--- config.mk ---
export PLATFORM = sky130hd
export DESIGN_NAME = thread_ready_queue_flat
export DESIGN_NICKNAME = d
export VERILOG_FILES = /design/src/trq_pkg.sv /design/src/trq_if.sv /design/src/trq_dp.sv /design/src/trq_ctrl.sv /design/src/thread_ready_queue.sv /design/src/flat_wrapper.sv
export SDC_FILE = /design/constraint.sdc
export NUM_CORES = 1
export LEC_CHECK = 0
export BUFFER_PORTS_ARGS = -buffer_cell sky130_fd_sc_hd__buf_4
export CAP_MARGIN = 20
export CORE_ASPECT_RATIO = 0.8
export CORE_UTILIZATION = 37
export DETAILED_ROUTE_END_ITERATION = 16
export GPL_ROUTABILITY_DRIVEN = 0
export PLACE_DENSITY = 0.58
export SLEW_MARGIN = 20
export SYNTH_ARGS = -nofsm -noshare
export SYNTH_HDL_FRONTEND = slang
export SYNTH_SLANG_ARGS = --single-unit
--- constraint.sdc ---
create_clock -name clk_i -period 11.2 [get_ports clk_i]
set_clock_uncertainty 0.15 [all_clocks]
set_input_delay 2.24 -clock clk_i [delete_from_list [all_inputs] [get_ports clk_i]]
set_output_delay 2.24 -clock clk_i [all_outputs]
set_load 0.005 [all_outputs]
--- src/trq_pkg.sv ---
// ----------------------------------------------------------------------------
// trq_pkg
// Shared widths, command and status codes, and the control and status
// bundles that pass between the thread ready queue controller and datapath.
// ----------------------------------------------------------------------------
`default_nettype none

package trq_pkg;

  // fixed field widths of the command and result words
  localparam int unsigned CMD_W    = 2;
  localparam int unsigned TID_W    = 8;
  localparam int unsigned STATUS_W = 2;

  // command codes
  localparam logic [CMD_W-1:0] CMD_ENQ  = 2'd0;
  localparam logic [CMD_W-1:0] CMD_DEQ  = 2'd1;
  localparam logic [CMD_W-1:0] CMD_REM  = 2'd2;
  localparam logic [CMD_W-1:0] CMD_NEXT = 2'd3;

  // status codes
  localparam logic [STATUS_W-1:0] ST_OK       = 2'd0;
  localparam logic [STATUS_W-1:0] ST_EMPTY    = 2'd1;
  localparam logic [STATUS_W-1:0] ST_NOTFOUND = 2'd2;
  localparam logic [STATUS_W-1:0] ST_FULL     = 2'd3;

  // controller to datapath commands
  typedef struct packed {
    logic                load;
    logic                ptr_clr;
    logic                ptr_inc;
    logic                wr_enq;
    logic                wr_shift;
    logic                cnt_inc;
    logic                cnt_dec;
    logic                head_inc;
    logic                res_wr;
    logic                res_take;
    logic [STATUS_W-1:0] res_status;
    logic                out_load;
  } trq_ctrl_t;

  // datapath to controller status
  typedef struct packed {
    logic [CMD_W-1:0] command;
    logic             full;
    logic             empty;
    logic             match;
    logic             at_end;
    logic             last;
    logic             at_head;
    logic             out_busy;
  } trq_stat_t;

endpackage

`default_nettype wire

--- src/trq_if.sv ---
// ----------------------------------------------------------------------------
// trq_if
// Valid/ready channels of the thread ready queue: command words in and
// result words out.
// ----------------------------------------------------------------------------
`default_nettype none

interface trq_cmd_if;
  logic                        valid;
  logic                        ready;
  logic [trq_pkg::CMD_W-1:0]   command;
  logic [trq_pkg::TID_W-1:0]   thread_id;

  modport source (output valid, output command, output thread_id, input ready);
  modport sink   (input valid, input command, input thread_id, output ready);
endinterface

interface trq_res_if;
  logic                         valid;
  logic                         ready;
  logic [trq_pkg::STATUS_W-1:0] status;
  logic [trq_pkg::TID_W-1:0]    result_id;
  logic                         now_empty;

  modport source (output valid, output status, output result_id, output now_empty,
                  input ready);
  modport sink   (input valid, input status, input result_id, input now_empty,
                  output ready);
endinterface

`default_nettype wire

--- src/trq_dp.sv ---
// ----------------------------------------------------------------------------
// trq_dp
// Datapath of the thread ready queue: id store, head and count registers,
// scan pointer, match compare and the result register.
// ----------------------------------------------------------------------------
`default_nettype none

module trq_dp #(
  parameter int unsigned DEPTH   = 16,
  parameter int unsigned ID_BITS = 8
) (
  input  logic                             clk_i,
  input  logic                             rst_ni,
  input  trq_pkg::trq_ctrl_t               ctrl_i,
  output trq_pkg::trq_stat_t               stat_o,
  input  logic [trq_pkg::CMD_W-1:0]        command_i,
  input  logic [trq_pkg::TID_W-1:0]        thread_id_i,
  output logic                             out_valid_o,
  input  logic                             out_ready_i,
  output logic [trq_pkg::STATUS_W-1:0]     status_o,
  output logic [trq_pkg::TID_W-1:0]        result_id_o,
  output logic                             now_empty_o
);

  localparam int unsigned AW = $clog2(DEPTH);
  localparam int unsigned CW = $clog2(DEPTH + 1);
  localparam int unsigned SW = CW + 1;

  localparam logic [CW-1:0] CNT_FULL  = CW'(DEPTH);
  localparam logic [SW-1:0] SPAN      = SW'(DEPTH);
  localparam logic [AW-1:0] HEAD_LAST = AW'(DEPTH - 1);

  // store slot of a queue position, wrapping once past the end
  function automatic logic [AW-1:0] slot_of(input logic [AW-1:0] head,
                                            input logic [CW-1:0] pos);
    logic [SW-1:0] sum;
    sum = SW'(head) + SW'(pos);
    if (sum >= SPAN) begin
      sum = sum - SPAN;
    end
    return sum[AW-1:0];
  endfunction

  logic [trq_pkg::CMD_W-1:0]    cmd_q;
  logic [ID_BITS-1:0]           id_q, id_d;
  logic [ID_BITS+trq_pkg::TID_W-1:0] id_ext;
  logic [AW-1:0]                head_q, head_d;
  logic [CW-1:0]                count_q, count_d;
  logic [CW-1:0]                ptr_q, ptr_d;
  logic [CW-1:0]                ptr_next;
  logic [ID_BITS-1:0]           mem [DEPTH];
  logic [ID_BITS-1:0]           rdata_q;
  logic [AW-1:0]                raddr, waddr;
  logic [ID_BITS-1:0]           wdata;
  logic                         we;
  logic [trq_pkg::STATUS_W-1:0] res_status_q;
  logic [ID_BITS-1:0]           res_id_q;
  logic                         out_valid_q, out_valid_d;
  logic [trq_pkg::STATUS_W-1:0] out_status_q;
  logic [ID_BITS-1:0]           out_id_q;
  logic                         out_empty_q;
  logic [ID_BITS+trq_pkg::TID_W-1:0] res_ext;

  // incoming id kept in its low ID_BITS bits
  assign id_ext = {{ID_BITS{1'b0}}, thread_id_i};
  assign id_d   = id_ext[ID_BITS-1:0];

  assign ptr_next = ptr_q + CW'(1);

  // scan pointer, head and count updates
  always_comb begin
    ptr_d = ptr_q;
    if (ctrl_i.ptr_clr) begin
      ptr_d = '0;
    end else if (ctrl_i.ptr_inc) begin
      ptr_d = ptr_next;
    end
    head_d = head_q;
    if (ctrl_i.head_inc) begin
      head_d = (head_q == HEAD_LAST) ? '0 : head_q + AW'(1);
    end
    count_d = count_q;
    if (ctrl_i.cnt_inc) begin
      count_d = count_q + CW'(1);
    end else if (ctrl_i.cnt_dec) begin
      count_d = count_q - CW'(1);
    end
  end

  // store ports: read follows the next pointer so data lines up with ptr_q
  assign raddr = slot_of(head_q, ptr_d);
  assign waddr = ctrl_i.wr_enq ? slot_of(head_q, count_q) : slot_of(head_q, ptr_q - CW'(1));
  assign wdata = ctrl_i.wr_enq ? id_q : rdata_q;
  assign we    = ctrl_i.wr_enq | ctrl_i.wr_shift;

  // id store
  always_ff @(posedge clk_i) begin
    if (we) begin
      mem[waddr] <= wdata;
    end
  end

  always_ff @(posedge clk_i) begin
    rdata_q <= mem[raddr];
  end

  // control registers
  always_ff @(posedge clk_i or negedge rst_ni) begin
    if (!rst_ni) begin
      head_q      <= '0;
      count_q     <= '0;
      ptr_q       <= '0;
      out_valid_q <= 1'b0;
    end else begin
      head_q      <= head_d;
      count_q     <= count_d;
      ptr_q       <= ptr_d;
      out_valid_q <= out_valid_d;
    end
  end

  // command capture and result registers
  always_ff @(posedge clk_i) begin
    if (ctrl_i.load) begin
      cmd_q <= command_i;
      id_q  <= id_d;
    end
    if (ctrl_i.res_wr) begin
      res_status_q <= ctrl_i.res_status;
      res_id_q     <= ctrl_i.res_take ? rdata_q : '0;
    end
    if (ctrl_i.out_load) begin
      out_status_q <= res_status_q;
      out_id_q     <= res_id_q;
      out_empty_q  <= (count_q == '0);
    end
  end

  // output word register
  always_comb begin
    out_valid_d = out_valid_q;
    if (ctrl_i.out_load) begin
      out_valid_d = 1'b1;
    end else if (out_ready_i) begin
      out_valid_d = 1'b0;
    end
  end

  assign res_ext     = {{trq_pkg::TID_W{1'b0}}, out_id_q};
  assign out_valid_o = out_valid_q;
  assign status_o    = out_status_q;
  assign result_id_o = res_ext[trq_pkg::TID_W-1:0];
  assign now_empty_o = out_empty_q;

  // status back to the controller
  assign stat_o.command  = cmd_q;
  assign stat_o.full     = (count_q == CNT_FULL);
  assign stat_o.empty    = (count_q == '0);
  assign stat_o.match    = (rdata_q == id_q);
  assign stat_o.at_end   = (ptr_q == count_q);
  assign stat_o.last     = (ptr_next == count_q);
  assign stat_o.at_head  = (ptr_q == '0);
  assign stat_o.out_busy = out_valid_q & ~out_ready_i;

`ifndef NO_ASSERTIONS
  a_count_bound: assert property (@(posedge clk_i) disable iff (!rst_ni)
    count_q <= CNT_FULL) else $error("entry count beyond capacity");

  a_no_enq_full: assert property (@(posedge clk_i) disable iff (!rst_ni)
    ctrl_i.wr_enq |-> count_q != CNT_FULL) else $error("write into full queue");

  a_head_with_dec: assert property (@(posedge clk_i) disable iff (!rst_ni)
    ctrl_i.head_inc |-> ctrl_i.cnt_dec && count_q != '0)
    else $error("head moved without dropping an entry");

  a_out_no_overrun: assert property (@(posedge clk_i) disable iff (!rst_ni)
    ctrl_i.out_load |-> !(out_valid_q && !out_ready_i))
    else $error("output word overwritten");
`endif

endmodule

`default_nettype wire

--- src/trq_ctrl.sv ---
// ----------------------------------------------------------------------------
// trq_ctrl
// Controller of the thread ready queue: sequences enqueue, dequeue, the
// search scan, the compaction shift and the hand-off to the result register.
// ----------------------------------------------------------------------------
`default_nettype none

module trq_ctrl (
  input  logic               clk_i,
  input  logic               rst_ni,
  input  logic               cmd_valid_i,
  output logic               cmd_ready_o,
  input  trq_pkg::trq_stat_t stat_i,
  output trq_pkg::trq_ctrl_t ctrl_o
);

  localparam logic [2:0] S_IDLE  = 3'd0;
  localparam logic [2:0] S_EXEC  = 3'd1;
  localparam logic [2:0] S_SCAN  = 3'd2;
  localparam logic [2:0] S_SHIFT = 3'd3;
  localparam logic [2:0] S_NEXT  = 3'd4;
  localparam logic [2:0] S_DONE  = 3'd5;

  logic [2:0] state_q, state_d;

  // next state and datapath commands
  always_comb begin
    state_d     = state_q;
    ctrl_o      = '0;
    cmd_ready_o = 1'b0;
    case (state_q)
      S_IDLE: begin
        cmd_ready_o = 1'b1;
        if (cmd_valid_i) begin
          ctrl_o.load    = 1'b1;
          ctrl_o.ptr_clr = 1'b1;
          state_d        = S_EXEC;
        end
      end
      S_EXEC: begin
        if (stat_i.command == trq_pkg::CMD_ENQ) begin
          ctrl_o.res_wr = 1'b1;
          if (stat_i.full) begin
            ctrl_o.res_status = trq_pkg::ST_FULL;
          end else begin
            ctrl_o.res_status = trq_pkg::ST_OK;
            ctrl_o.wr_enq     = 1'b1;
            ctrl_o.cnt_inc    = 1'b1;
          end
          state_d = S_DONE;
        end else if (stat_i.empty) begin
          ctrl_o.res_wr     = 1'b1;
          ctrl_o.res_status = trq_pkg::ST_EMPTY;
          state_d           = S_DONE;
        end else if (stat_i.command == trq_pkg::CMD_DEQ) begin
          ctrl_o.res_wr     = 1'b1;
          ctrl_o.res_take   = 1'b1;
          ctrl_o.res_status = trq_pkg::ST_OK;
          ctrl_o.head_inc   = 1'b1;
          ctrl_o.cnt_dec    = 1'b1;
          state_d           = S_DONE;
        end else begin
          state_d = S_SCAN;
        end
      end
      // one entry compared per cycle, from the head
      S_SCAN: begin
        if (stat_i.at_end) begin
          ctrl_o.res_wr     = 1'b1;
          ctrl_o.res_status = trq_pkg::ST_NOTFOUND;
          state_d           = S_DONE;
        end else if (stat_i.match) begin
          if (stat_i.command == trq_pkg::CMD_REM) begin
            ctrl_o.res_wr     = 1'b1;
            ctrl_o.res_take   = 1'b1;
            ctrl_o.res_status = trq_pkg::ST_OK;
            ctrl_o.cnt_dec    = 1'b1;
            if (stat_i.at_head) begin
              ctrl_o.head_inc = 1'b1;
              state_d         = S_DONE;
            end else if (stat_i.last) begin
              state_d = S_DONE;
            end else begin
              ctrl_o.ptr_inc = 1'b1;
              state_d        = S_SHIFT;
            end
          end else begin
            // successor wraps from the tail to the head
            if (stat_i.last) begin
              ctrl_o.ptr_clr = 1'b1;
            end else begin
              ctrl_o.ptr_inc = 1'b1;
            end
            state_d = S_NEXT;
          end
        end else begin
          ctrl_o.ptr_inc = 1'b1;
        end
      end
      // close the gap: each entry moves one place toward the head
      S_SHIFT: begin
        ctrl_o.wr_shift = 1'b1;
        if (stat_i.at_end) begin
          state_d = S_DONE;
        end else begin
          ctrl_o.ptr_inc = 1'b1;
        end
      end
      S_NEXT: begin
        ctrl_o.res_wr     = 1'b1;
        ctrl_o.res_take   = 1'b1;
        ctrl_o.res_status = trq_pkg::ST_OK;
        state_d           = S_DONE;
      end
      S_DONE: begin
        if (!stat_i.out_busy) begin
          ctrl_o.out_load = 1'b1;
          state_d         = S_IDLE;
        end
      end
      default: begin
        state_d = S_IDLE;
      end
    endcase
  end

  // state register
  always_ff @(posedge clk_i or negedge rst_ni) begin
    if (!rst_ni) begin
      state_q <= S_IDLE;
    end else begin
      state_q <= state_d;
    end
  end

`ifndef NO_ASSERTIONS
  a_ready_idle: assert property (@(posedge clk_i) disable iff (!rst_ni)
    cmd_ready_o |-> !ctrl_o.wr_shift && !ctrl_o.res_wr)
    else $error("command taken while a word is in work");

  a_shift_after_rem: assert property (@(posedge clk_i) disable iff (!rst_ni)
    ctrl_o.wr_shift |-> stat_i.command == trq_pkg::CMD_REM)
    else $error("compaction outside a remove");

  a_load_to_exec: assert property (@(posedge clk_i) disable iff (!rst_ni)
    ctrl_o.load |=> state_q == S_EXEC) else $error("accepted word not executed");
`endif

endmodule

`default_nettype wire

--- src/thread_ready_queue.sv ---
// ----------------------------------------------------------------------------
// thread_ready_queue
// Circular ready queue of thread ids with enqueue, dequeue, remove by id
// and successor lookup; one result word per command word.
// ----------------------------------------------------------------------------
// A command word is accepted only while no other command is in work; the
// result sits in an output register, so the next command can be taken while
// the previous result waits. Enqueue, dequeue and commands on an empty queue
// are decided in the execute state and then loaded into the output register.
// Remove and next-after-id scan the id store from the head one entry per
// cycle through its single read port, and a remove then moves every later
// entry up one place at one entry per cycle.
// The id store holds no reset value; only written entries are ever read.
`default_nettype none

module thread_ready_queue #(
  parameter int unsigned DEPTH   = 16,
  parameter int unsigned ID_BITS = 8
) (
  input  logic          clk_i,
  input  logic          rst_ni,
  trq_cmd_if.sink       cmd_i,
  trq_res_if.source     res_o
);

  trq_pkg::trq_ctrl_t ctrl;
  trq_pkg::trq_stat_t stat;
  logic               cmd_ready;

  assign cmd_i.ready = cmd_ready;

  // sequencing
  trq_ctrl u_ctrl (
    .clk_i       (clk_i),
    .rst_ni      (rst_ni),
    .cmd_valid_i (cmd_i.valid),
    .cmd_ready_o (cmd_ready),
    .stat_i      (stat),
    .ctrl_o      (ctrl)
  );

  // store, pointers and result register
  trq_dp #(
    .DEPTH   (DEPTH),
    .ID_BITS (ID_BITS)
  ) u_dp (
    .clk_i       (clk_i),
    .rst_ni      (rst_ni),
    .ctrl_i      (ctrl),
    .stat_o      (stat),
    .command_i   (cmd_i.command),
    .thread_id_i (cmd_i.thread_id),
    .out_valid_o (res_o.valid),
    .out_ready_i (res_o.ready),
    .status_o    (res_o.status),
    .result_id_o (res_o.result_id),
    .now_empty_o (res_o.now_empty)
  );

endmodule

`default_nettype wire
--- src/flat_wrapper.sv ---
// flat-port wrapper written by rule: the top's interface ports become plain ports
module thread_ready_queue_flat 
#(
  parameter int unsigned DEPTH   = 16,
  parameter int unsigned ID_BITS = 8
)
  (clk_i, rst_ni, cmd_i_valid, cmd_i_command, cmd_i_thread_id, cmd_i_ready, res_o_valid, res_o_status, res_o_result_id, res_o_now_empty, res_o_ready);
  trq_cmd_if cmd_i_i ();
  trq_res_if res_o_i ();
  input  logic clk_i;
  input  logic rst_ni;
  input wire logic [$bits(cmd_i_i.valid)-1:0] cmd_i_valid;
  input wire logic [$bits(cmd_i_i.command)-1:0] cmd_i_command;
  input wire logic [$bits(cmd_i_i.thread_id)-1:0] cmd_i_thread_id;
  output wire logic [$bits(cmd_i_i.ready)-1:0] cmd_i_ready;
  output wire logic [$bits(res_o_i.valid)-1:0] res_o_valid;
  output wire logic [$bits(res_o_i.status)-1:0] res_o_status;
  output wire logic [$bits(res_o_i.result_id)-1:0] res_o_result_id;
  output wire logic [$bits(res_o_i.now_empty)-1:0] res_o_now_empty;
  input wire logic [$bits(res_o_i.ready)-1:0] res_o_ready;
  assign cmd_i_i.valid = cmd_i_valid;
  assign cmd_i_i.command = cmd_i_command;
  assign cmd_i_i.thread_id = cmd_i_thread_id;
  assign cmd_i_ready = cmd_i_i.ready;
  assign res_o_valid = res_o_i.valid;
  assign res_o_status = res_o_i.status;
  assign res_o_result_id = res_o_i.result_id;
  assign res_o_now_empty = res_o_i.now_empty;
  assign res_o_i.ready = res_o_ready;
  thread_ready_queue #(.DEPTH(DEPTH), .ID_BITS(ID_BITS)) u_core (.clk_i(clk_i), .rst_ni(rst_ni), .cmd_i(cmd_i_i), .res_o(res_o_i));
endmodule
---- Word-level counts from Yosys, hierarchy flattened ----
Memories as Yosys holds them, arrays and structs flattened. A register that Yosys moved wholly into a read port is not among the register bits.
Cells that the tools add are included.
word-level totals
  memories kept ........................... 1
  bits in registers ....................... 49
  input port bits ......................... 14
  bits in writable memories ............... 128
  word-level logic and storage cells ...... 118
operators by class
  order comparisons ....................... 3
  eq/ne operators ......................... 16
  bitwise operators ....................... 3
  muxes and demuxes ....................... 65
  add/sub/neg operators ................... 11
  reduce and logical (&&, ||, !) cells .... 7
memories
  name             depth  width  read ports  clocked after Yosys merged registers in  write ports  RTL line      RTL
  u_core.u_dp.mem  16     8      1           1                                        1            trq_dp.sv:51  logic [ID_BITS-1:0] mem [DEPTH];
operators by type and width
  cell                 number
  $mux 3               11
  $mux 1               27
  $mux 4               5
  $mux 5               4
  $add 4x5->6          3
  $ge 6x5->1 const B   3
  $mux 2               9
  $mux 6               3
  $pmux 3 s6           1
  $pmux 4 s3           1
  $sub 4x1->4 const B  3
  $add 5x1->5 const B  2
  $eq 5x5->1           2
  $logic_not 5->1      2
  $sub 5x1->5 const B  2
  $eq 8x8->1           1
  $mux 8               1
  $eq 3x2->1 const B   2
  $eq 3x3->1 const B   2
  $eq 5x5->1 const B   1
  $add 4x1->4 const B  1
  $eq 4x4->1 const B   1
  $ne 2x2->1 const B   2
  $pmux 1 s2           2
  13 further kinds     14

---- Longest topological paths before layout ----
Gate-level depths: netlist of the first run.
  depth after elaboration ................. 13
  depth in mapped cells ................... 15
  gate-level depth less buffers ........... 15

---- Hierarchy ----
From an unflattened synthesis of the first run, not the netlist that was laid out.
second synthesis, totals
  cell total of the unflattened synthesis .. 485
  area total of the unflattened synthesis .. 7980.2 um^2
by module, submodules not included
  module    cells each  seq. area each (um^2)  times used  area each (um^2)
  trq_dp    427         5310.1                 1           7548.5
  trq_ctrl  58          75.1                   1           431.7

---- Worst setup path before layout of the first run ----
No wires, ideal clock.
  path kind ............................... input to register
  start ................................... in cmd_i_valid
  end ..................................... reg u_core.u_dp.rdata_q[5], read port of u_core.u_dp.mem
  stages on the path ...................... 9
  path slack .............................. 6.448 ns
  setup time .............................. 0.131 ns
  arrival ................................. 4.471 ns
  required time ........................... 10.919 ns
  buffers on the path ..................... 1
  cell sequence ........................... nand2_1 nand2_1 nor3_1 ha_1 fa_1 xor2_1 clkbuf_1 mux2i_1 mux2i_1
between the ends
  longest elaborated chain between the ends .. 6
  elaborated cells on any way between the ends .. 7
  classes of those cells .................. add/sub: 2; order compare: 1; mux: 4
ends and longest elaborated chain
  item                                              RTL line                    RTL
  start: declaration                                flat_wrapper.sv:12          input wire logic [$bits(cmd_i_i.valid)-1:0] cmd_i_valid;
  $mux 2 *                                          trq_ctrl.sv:34              if (cmd_valid_i) begin
  $pmux 1 s2 *                                      trq_ctrl.sv:31              case (state_q)
  $mux 5 *                                          trq_dp.sv:73                if (ctrl_i.ptr_clr) begin
  net u_core.u_dp.ptr_d[0]                          trq_dp.sv:49                logic [CW-1:0] ptr_q, ptr_d;
  $add 4x5->6 *                                     trq_dp.sv:37                sum = SW'(head) + SW'(pos);
  $ge 6x5->1 / $sub 4x1->4 (equally long branches)  trq_dp.sv:38, trq_dp.sv:39
  $mux 4 *                                          trq_dp.sv:38                if (sum >= SPAN) begin
  end: declaration                                  trq_dp.sv:52                logic [ID_BITS-1:0] rdata_q;
The timed path passes the listed nets; every way through them passes the cells marked *.
A chain may end at the register's enable or synchronous reset.

---- Worst setup path in the final report of the first run ----
  start ................................... reg u_core.u_ctrl.state_q[0]
  end ..................................... mem u_core.u_dp.mem[15][7], enable pin
between the ends
  longest elaborated chain between the ends .. 5
  elaborated cells on any way between the ends .. 8
  classes of those cells .................. eq/ne: 2; mux: 5; bitwise: 1
ends and longest elaborated chain
  item                                             RTL line         RTL
  start: declaration                               trq_ctrl.sv:24   logic [2:0] state_q, state_d;
  start signal: assignment                         trq_ctrl.sv:132  state_q <= state_d;
  $eq 3x1->1 / $eq 3x2->1 (equally long branches)  trq_ctrl.sv:31
  $mux 1                                           trq_ctrl.sv:31
  $or 1x1->1                                       trq_dp.sv:94     assign we = ctrl_i.wr_enq | ctrl_i.wr_shift;
  $mux 1                                           trq_dp.sv:98     if (we) begin
  $mux 1 (not written as such)                     trq_dp.sv:99     mem[waddr] <= wdata;
  end: declaration                                 trq_dp.sv:51
Several ways; a longest one is shown, not always the timed one.

==> metrics.cfg, run 1 <==
[critical_path]
crit_path_start=u_core.u_ctrl.state_q[0]
worst_setup_path_start_kind=flip-flop
rrSetupSlack_ps=6670
r2r-start=u_core.u_ctrl.state_q[0]
crit_arrival_ps=4430
timing.rr.end=u_core.u_dp.mem[15][7]
crit_type=flip-flop to flip-flop
path_max_fanout=17
end_kind=flip-flop
worstPathRequired_ps=11100
worst-r2r-cell-count=11
crit_path_end=u_core.u_dp.mem[15][7]

[drt]
wire_per_inst_um=20.8
avgViaCountPerCell=5.25
drt_iter0_markers=355
drc_errors=0
vias=4215
ant_nets=0
drt_wl_total_mm=16.7
dr.pass1.iters=5

[logic_synthesis]
yosysWarnings=0
synth_top_area_frac=0.591
synth.distinct_cells=60
synth_top_family_by_area=multiplexers
ys_ff_latch=185
synth_fa_ha_area_frac=0.0276
synth-compound-area-share=0.0474
syn_area_mm2=0.00808
synthXorXnorAreaFrac=0.0421
yosys.area_share.simple=0.0641
synthTopCellsByArea=edfxtp_1 (59%), mux4_2 (8.9%), dfrtp_1 (5.6%), mux2i_1 (3.2%), ha_1 (2.0%)
ys_seq_area_frac=0.667
synth-edff-count=159
ys.flop_type=edfxtp_1
syn_area_per_cell_um2=16.6
synth_nets=515
synth_mux_area_frac=0.135
syn_inst=485
synth-async-reset-ratio=0.0973
synth_top_cell_by_area=edfxtp_1

[floorplan]
dieWidth_um=167
rows=47
io_pins=27
chipHeight_um=134
die_area_mm2=0.0224
coreArea_mm2=0.0211
initial_utilization=0.384

[global_route]
antenna_found_initial=0
grt_pass1_vias=4392
grt_overflow=0
grt_util_all_layers=0.162
grt_pass1_wl_mm=26.3
grt_max_degree=33

[timing]
period_needed_ps=4530
setup_viol=0
hold_viol=0
setup_tns_ps=0
fmaxAchievable_mhz=221
max_slew_margin=0.259
period_share=0.404
final-max-slew-violation-count=0
fin_hold_ws_ps=265
worst-slew-pin-transition_ps=1110
rsz0062_at_grt=false

[placed_design]
io_buffers=26
hpwl_mm=10.9
dp.cells=771

[clock_tree]
cts_buffers=17
cts_max_level=4
clkTransAtPathRegs_ps=70
hold_buffers=0
clockBufferDepth=2
cts_resized=0
cts_setup_buffers=0
clock-sinks=185
root_buffer=clkbuf_16
cts_tree=built
clock_latency_ps=440

[job]
maxCapViolations=0

[final_layout]
drive_gt1_frac=0.242
multi_input_area_mm2=0.00259
fin_cells=803
fillers=1837
areaGrowthSynthToFinish_pct=14.2
mostFrequentLayoutCell=edfxtp_1
antennaDiodeCount=0
seqCellArea_mm2=0.00539
nets=551
layout_common_cells=edfxtp_1 (159), nor2_1 (34), mux4_2 (32), buf_4 (31), mux2i_1 (26)

[worst_hold_path]
hp-class=flip-flop to flip-flop

[outcome]
outcome=finished clean

[sequential cells by signal (all words and copies together), names as in the netlist]
register,cells
u_core.u_dp.ptr_q,5
u_core.u_dp.res_status_q,2
u_core.u_dp.cmd_q,2
u_core.u_dp.count_q,5
u_core.u_dp.status_o,2
u_core.u_dp.now_empty_o,1
u_core.u_dp.id_q,8
u_core.u_dp.res_id_q,8
u_core.u_ctrl.state_q,3
u_core.u_dp.result_id_o,8
u_core.u_dp.rdata_q,8
u_core.u_dp.out_valid_o,1
u_core.u_dp.mem,128
u_core.u_dp.head_q,4
[final cells by class]
class / count / area share
clock inverters: 15 / 0.0202
multi-input cells: 272 / 0.281
inverters: 12 / 0.00488
repair buffers: 33 / 0.0277
well taps: 269 / 0.0365
flip-flops and latches: 185 / 0.584
clock buffers: 17 / 0.0461
[worst max-delay path, cell delays in order (launching register included)]
cell       delay [ps]
dfrtp_1           640
and2b_2           270
nand2_2           110
a2111oi_4         320
buf_4             320
nand2_1            80
o21ai_0            80
ha_1              200
inv_1              60
fa_1              480
or3b_2            550
nor2_1            870
[routing by layer]
| layer | global-route usage | vias to the layer above | part of all wire |
|---|---|---|---|
| li1 | - | 1950 | - |
| met1 | 0.223 | 2123 | 0.46 |
| met5 | 0 | - | 0 |
| met2 | 0.252 | 124 | 0.46 |
| met3 | 0.0428 | 18 | 0.071 |
| met4 | 0.0484 | 0 | 0.011 |
[metrics by stage]
| step | area [um^2] | setup slack [ps] | util |
|---|---|---|---|
| floorplan | 8080 | 6450 | - |
| global placement | 8580 | 6400 | 0.407 |
| detailed placement | 8610 | 6260 | 0.409 |
| CTS | 9220 | 6670 | 0.438 |
| global route | 9220 | 6450 | 0.438 |
| finish | 9220 | 6670 | 0.438 |
[worst min-delay path by stage]
| stage | endpoint | startpoint | cells after the start |
|---|---|---|---|
| floorplan | u_core.u_dp.result_id_o[0] | u_core.u_dp.res_id_q[0] | 0 |
| global placement | u_core.u_dp.result_id_o[2] | u_core.u_dp.res_id_q[2] | 0 |
| detailed placement | u_core.u_dp.result_id_o[6] | u_core.u_dp.res_id_q[6] | 0 |
| CTS | u_core.u_dp.result_id_o[6] | u_core.u_dp.res_id_q[6] | 0 |
| global route | u_core.u_dp.result_id_o[6] | u_core.u_dp.res_id_q[6] | 0 |
| finish | u_core.u_dp.result_id_o[6] | u_core.u_dp.res_id_q[6] | 0 |
[logic make-up after synthesis]
| kind of cell | after synthesis |
|---|---|
| flops | 185 |
| mux | 68 |
| buf+inv | 28 |
| compound gates | 51 |
| fa+ha+maj | 16 |
| simple gates | 102 |
| xor+xnor | 35 |
[synthesized netlist by cell type (10+ instances only)]
| library cell | number |
|---|---|
| edfxtp_1 | 159 |
| nor2_1 | 38 |
| mux4_2 | 32 |
| mux2i_1 | 26 |
| nand2_1 | 19 |
| dfrtp_1 | 18 |
| xnor2_1 | 18 |
| a21oi_1 | 17 |
| xor2_1 | 14 |
| ha_1 | 13 |
| inv_1 | 11 |
| mux2_2 | 10 |
Power of run 1 is left out: the tool's default activity adds up to more than one toggle a clock period on the data nets, which glitch-free logic cannot reach.
==> run 2, diff against run 1 <==
Clock period 11.2 ns to 4.6 ns, I/O delays scaled along.
==> run 2 against run 1 <==
Net effect:
- worst setup slack lost 6300 ps
- cell count increased by 2.7%
- maximum frequency is 8.2% higher
- register-to-register slack worse by 6300 ps
- global-route usage fell by 0.36 points
- critical path type unchanged
- highest routed layer unchanged
==> metrics.cfg, run 2 (synthesized netlist as in run 1, its figures left out) <==
[drt]
dr.pass1.iters=5  ; unchanged
ant_nets=0  ; unchanged
wire_per_inst_um=19.9  ; was 20.8 um
avgViaCountPerCell=5.21  ; was 5.25
drc_errors=0  ; unchanged
drt_iter0_markers=283  ; was 355
vias=4296  ; was 4215
drt_wl_total_mm=16.5  ; was 16.7 mm

[timing]
final-max-slew-violation-count=0  ; unchanged
max_slew_margin=0.426  ; was 0.259
fmaxAchievable_mhz=239  ; was 221 MHz
hold_viol=0  ; unchanged
setup_tns_ps=0  ; unchanged
period_share=0.909  ; was 0.404
worst-slew-pin-transition_ps=858  ; was 1110 ps
rsz0062_at_grt=false  ; unchanged
period_needed_ps=4180  ; was 4530 ps
setup_viol=0  ; unchanged

[clock_tree]
clock-sinks=185  ; unchanged
root_buffer=clkbuf_16  ; unchanged
cts_setup_buffers=0  ; unchanged
cts_buffers=17  ; unchanged
cts_max_level=4  ; unchanged
cts_resized=0  ; unchanged
clkTransAtPathRegs_ps=70  ; about the same
clockBufferDepth=2  ; unchanged
cts_tree=built  ; unchanged
clock_latency_ps=430  ; was 440 ps
hold_buffers=0  ; unchanged

[critical_path]
slowest_delay_ps=580  ; was 870 ps
path_max_fanout=32  ; was 17
crit_chain=ha_1, and3b_2, o22ai_1, a2111oi_4, o22ai_1, nor2_1, nor3_1, ha_2, fa_1, buf_12, mux4_2, mux2i_1, mux2i_1  ; was and2b_2, nand2_2, a2111oi_4, buf_4, nand2_1, o21ai_0, ha_1, inv_1, fa_1, or3b_2, nor2_1
path_delay_family=adder cells  ; was simple AND/OR/NAND/NOR gates
worst_setup_path_start_kind=flip-flop  ; unchanged
slowest_stage=fa_1  ; was nor2_1
crit_path_start=u_core.u_dp.ptr_q[0]  ; was u_core.u_ctrl.state_q[0]
crit_arrival_ps=4330  ; was 4430 ps
worstPathRequired_ps=4750  ; was 11100 ps
path_buf_inv=1  ; was 2
r2r-start=u_core.u_dp.ptr_q[0]  ; was u_core.u_ctrl.state_q[0]
end_kind=flip-flop  ; unchanged
crit_type=flip-flop to flip-flop  ; unchanged

[global_route]
grt_max_degree=33  ; unchanged
grt_pass1_vias=4417  ; was 4392
grt_util_all_layers=0.158  ; was 0.162
grt_overflow=0  ; unchanged
antenna_found_initial=0  ; unchanged
grt_pass1_wl_mm=26.0  ; was 26.3 mm

[job]
maxCapViolations=0  ; unchanged

[worst_hold_path]
hp-class=input port to async pin  ; was flip-flop to flip-flop

[outcome]
outcome=finished clean  ; unchanged

[floorplan]
die_area_mm2=0.0224  ; unchanged
rows=47  ; unchanged
io_pins=27  ; unchanged
initial_utilization=0.384  ; unchanged
chipHeight_um=134  ; unchanged
dieWidth_um=167  ; unchanged
coreArea_mm2=0.0211  ; unchanged

[final_layout]
fillers=1805  ; was 1837
drive_gt1_frac=0.263  ; was 0.242
postLayoutCoreUtil=0.446  ; was 0.438
fin_cells=825  ; was 803
antennaDiodeCount=0  ; unchanged
nets=573  ; was 551
areaGrowthSynthToFinish_pct=16.3  ; was 14.2%
top_register=u_core.u_dp.mem  ; unchanged
largest_reg_flops=128  ; unchanged
mostFrequentLayoutCell=edfxtp_1  ; unchanged
layout_common_cells=edfxtp_1 (159), buf_4 (53), nor2_1 (38), mux4_2 (32), mux2i_1 (26)  ; was edfxtp_1 (159), nor2_1 (34), mux4_2 (32), buf_4 (31), mux2i_1 (26)

[placed_design]
dp.cells=793  ; was 771
hpwl_mm=11.2  ; was 10.9 mm
io_buffers=26  ; unchanged

[run 2: final cells by class]
type,count,area (um^2),share of cell area
Sequential cell,185,5390,0.573
Multi-Input combinational cell,272,2570,0.273
Timing Repair Buffer,55,438,0.0466
Clock buffer,18,429,0.0457
Tap cell,269,337,0.0358
Clock inverter,14,194,0.0206
Inverter,12,45.0,0.00479
[run 2: worst reg2reg max path: stages (launching register included)]
cell and delay [ps]:
dfrtp_1 450, ha_1 310, and3b_2 220, o22ai_1 120, a2111oi_4 570, o22ai_1 280
nor2_1 150, nor3_1 80, ha_2 190, fa_1 580, buf_12 240, mux4_2 390
mux2i_1 230, mux2i_1 100
[run 2: metal layers]
metal | track usage | routed length (um) | up-vias
li1 | - | - | 1983
met1 | 0.231 | 8100 | 2198
met2 | 0.238 | 7540 | 99
met3 | 0.0357 | 645 | 16
met4 | 0.0428 | 171 | 0
met5 | 0 | 0 | -
[run 2: per-stage QoR]
| step | hold WS, ps | worst slack [ps] | area (um^2) |
|---|---|---|---|
| floorplan | 250 | 481 | 8080 |
| global placement | 254 | 527 | 8770 |
| detailed placement | 257 | 431 | 8770 |
| CTS | 202 | 421 | 9400 |
| global route | 206 | 109 | 9400 |
| finish | 199 | 419 | 9400 |
[run 2: final timing paths]
path,slack (ps),to,cells past startpoint
worst max-delay path,420,u_core.u_dp.rdata_q[5],13
worst min-delay path,200,u_core.u_dp.count_q[1],1
worst max register to register,420,u_core.u_dp.rdata_q[5],13
worst min register to register,270,u_core.u_dp.result_id_o[4],0
max in group asynchronous,3890,u_core.u_dp.count_q[3],1
min in group clk_i,270,u_core.u_dp.result_id_o[4],0
Power of run 2 is left out for the same reason.
==> run 3, diff against run 2 <==
Settings changed: CTS_BUF_LIST from default to sky130_fd_sc_hd__clkbuf_8.
==> run 3 against run 2 <==
Net effect:
- cell count stayed put
- routed wire length hardly changed
- register-to-register slack hardly changed
- maximum frequency is 0.29% higher
- die area stayed put
- first-iteration DRC count is 2.1% lower
- utilization is 0.91 points lower
- cell area is 2.0% lower
- non-clock buffer count stayed put
- via count is 0.14% lower
- worst hold slack worse by 18 ps
- critical path type unchanged
- critical endpoint unchanged
- largest cell class unchanged
==> metrics.cfg, run 3 (synthesized netlist as in run 1, its figures left out) <==
[outcome]
outcome=finished clean  ; unchanged

[final_layout]
fillers=1833  ; was 1805
top_register=u_core.u_dp.mem  ; unchanged
areaGrowthSynthToFinish_pct=14.0  ; was 16.3%
antennaDiodeCount=0  ; unchanged
seqCellArea_mm2=0.00539  ; unchanged
mostFrequentLayoutCell=edfxtp_1  ; unchanged
drive_gt1_frac=0.263  ; unchanged
nets=573  ; unchanged
layout_common_cells=edfxtp_1 (159), buf_4 (53), nor2_1 (38), mux4_2 (32), mux2i_1 (26)  ; unchanged
multi_input_area_mm2=0.00257  ; unchanged
largest_reg_flops=128  ; unchanged

[drt]
vias=4290  ; was 4296
drt_wl_total_mm=16.5  ; about the same
wire_per_inst_um=20.0  ; was 19.9 um
drc_errors=0  ; unchanged
drt_iter0_markers=277  ; was 283
dr.pass1.iters=5  ; unchanged
avgViaCountPerCell=5.20  ; was 5.21
ant_nets=0  ; unchanged

[placed_design]
io_buffers=26  ; unchanged
hpwl_mm=11.2  ; unchanged

[timing]
period_needed_ps=4170  ; was 4180 ps
setup_tns_ps=0  ; unchanged
hold_viol=0  ; unchanged
period_share=0.906  ; was 0.909
final-max-slew-violation-count=0  ; unchanged
fmaxAchievable_mhz=240  ; was 239 MHz
setup_viol=0  ; unchanged
worst-slew-pin-transition_ps=864  ; was 858 ps
rsz0062_at_grt=false  ; unchanged
max_slew_margin=0.422  ; was 0.426

[floorplan]
chipHeight_um=134  ; unchanged
coreArea_mm2=0.0211  ; unchanged
io_pins=27  ; unchanged
dieWidth_um=167  ; unchanged
die_area_mm2=0.0224  ; unchanged
rows=47  ; unchanged
initial_utilization=0.384  ; unchanged

[critical_path]
slowest_delay_ps=580  ; about the same
slowest_stage=fa_1  ; unchanged
worstPathRequired_ps=4780  ; was 4750 ps
crit_chain=ha_1, and3b_2, o22ai_1, a2111oi_4, o22ai_1, nor2_1, nor3_1, ha_2, fa_1, buf_12, mux4_2, mux2i_1, mux2i_1  ; unchanged
path_max_fanout=32  ; unchanged
end_kind=flip-flop  ; unchanged
worst_setup_path_start_kind=flip-flop  ; unchanged
path_buf_inv=1  ; unchanged
path_delay_family=adder cells  ; unchanged
crit_type=flip-flop to flip-flop  ; unchanged
crit_arrival_ps=4340  ; was 4330 ps

[clock_tree]
clock-sinks=185  ; unchanged
cts_buffers=17  ; unchanged
hold_buffers=0  ; unchanged
cts_resized=0  ; unchanged
clockBufferDepth=2  ; unchanged
clkTransAtPathRegs_ps=90  ; was 70 ps
cts_max_level=4  ; unchanged
clock_latency_ps=450  ; was 430 ps
cts_tree=built  ; unchanged
cts_setup_buffers=0  ; unchanged
root_buffer=clkbuf_8  ; was clkbuf_16

[global_route]
grt_util_all_layers=0.158  ; about the same
grt_pass1_vias=4450  ; was 4417
grt_max_degree=33  ; unchanged
grt_pass1_wl_mm=26.1  ; was 26.0 mm
grt_overflow=0  ; unchanged
antenna_found_initial=0  ; unchanged

[worst_hold_path]
hp-class=input port to async pin  ; unchanged

[job]
maxCapViolations=0  ; unchanged

==> run 3: worst reg2reg max path, stage by stage, from the launching register on <==
cell and delay (ps):
dfrtp_1 460, ha_1 310, and3b_2 220, o22ai_1 120, a2111oi_4 560, o22ai_1 280
nor2_1 150, nor3_1 80, ha_2 190, fa_1 580, buf_12 240, mux4_2 390
mux2i_1 220, mux2i_1 100
==> run 3: final cells by class <==
cell class | count | share of cell area
multi-input cells | 272 | 0.279
well taps | 269 | 0.0366
flip-flops and latches | 185 | 0.585
repair buffers | 55 | 0.0476
clock buffers | 17 | 0.0254
inverters | 12 | 0.00489
clock inverters | 15 | 0.0215
==> run 3: final timing paths <==
| check | from | to | slack [ps] | cells after the start |
|---|---|---|---|---|
| min in group clk_i | u_core.u_dp.res_id_q[4] | u_core.u_dp.result_id_o[4] | 280 | 0 |
| min reg2reg | u_core.u_dp.res_id_q[4] | u_core.u_dp.result_id_o[4] | 280 | 0 |
| min | rst_ni | u_core.u_dp.count_q[1] | 180 | 1 |
| max in group asynchronous | rst_ni | u_core.u_dp.count_q[3] | 3900 | 1 |
| max reg2reg | u_core.u_dp.ptr_q[0] | u_core.u_dp.rdata_q[5] | 430 | 13 |
| max | u_core.u_dp.ptr_q[0] | u_core.u_dp.rdata_q[5] | 430 | 13 |
==> run 3: routing by layer <==
metal / part of all wire / routed length, um / vias to the layer above / GRT usage
met1: 0.50 / 8200 / 2203 / 0.230
met4: 0.0067 / 110 / 0 / 0.0352
met2: 0.46 / 7540 / 87 / 0.239
met3: 0.037 / 617 / 11 / 0.0392
met5: 0 / 0 / - / 0
li1: - / - / 1989 / -
==> run 3: stage by stage <==
stage | cell area (um^2) | hold slack [ps] | worst slack [ps] | utilization | instances
6_report | 9200 | 181 | 431 | 0.437 | 825
5_1_grt | 9200 | 146 | 103 | 0.437 | 825
4_1_cts | 9200 | 152 | 401 | 0.437 | 825
3_5_place_dp | 8770 | 257 | 431 | 0.417 | 793
3_3_place_gp | 8770 | 254 | 527 | 0.417 | 793
2_1_floorplan | 8080 | 250 | 481 | - | 485
Power of run 3 is left out for the same reason.
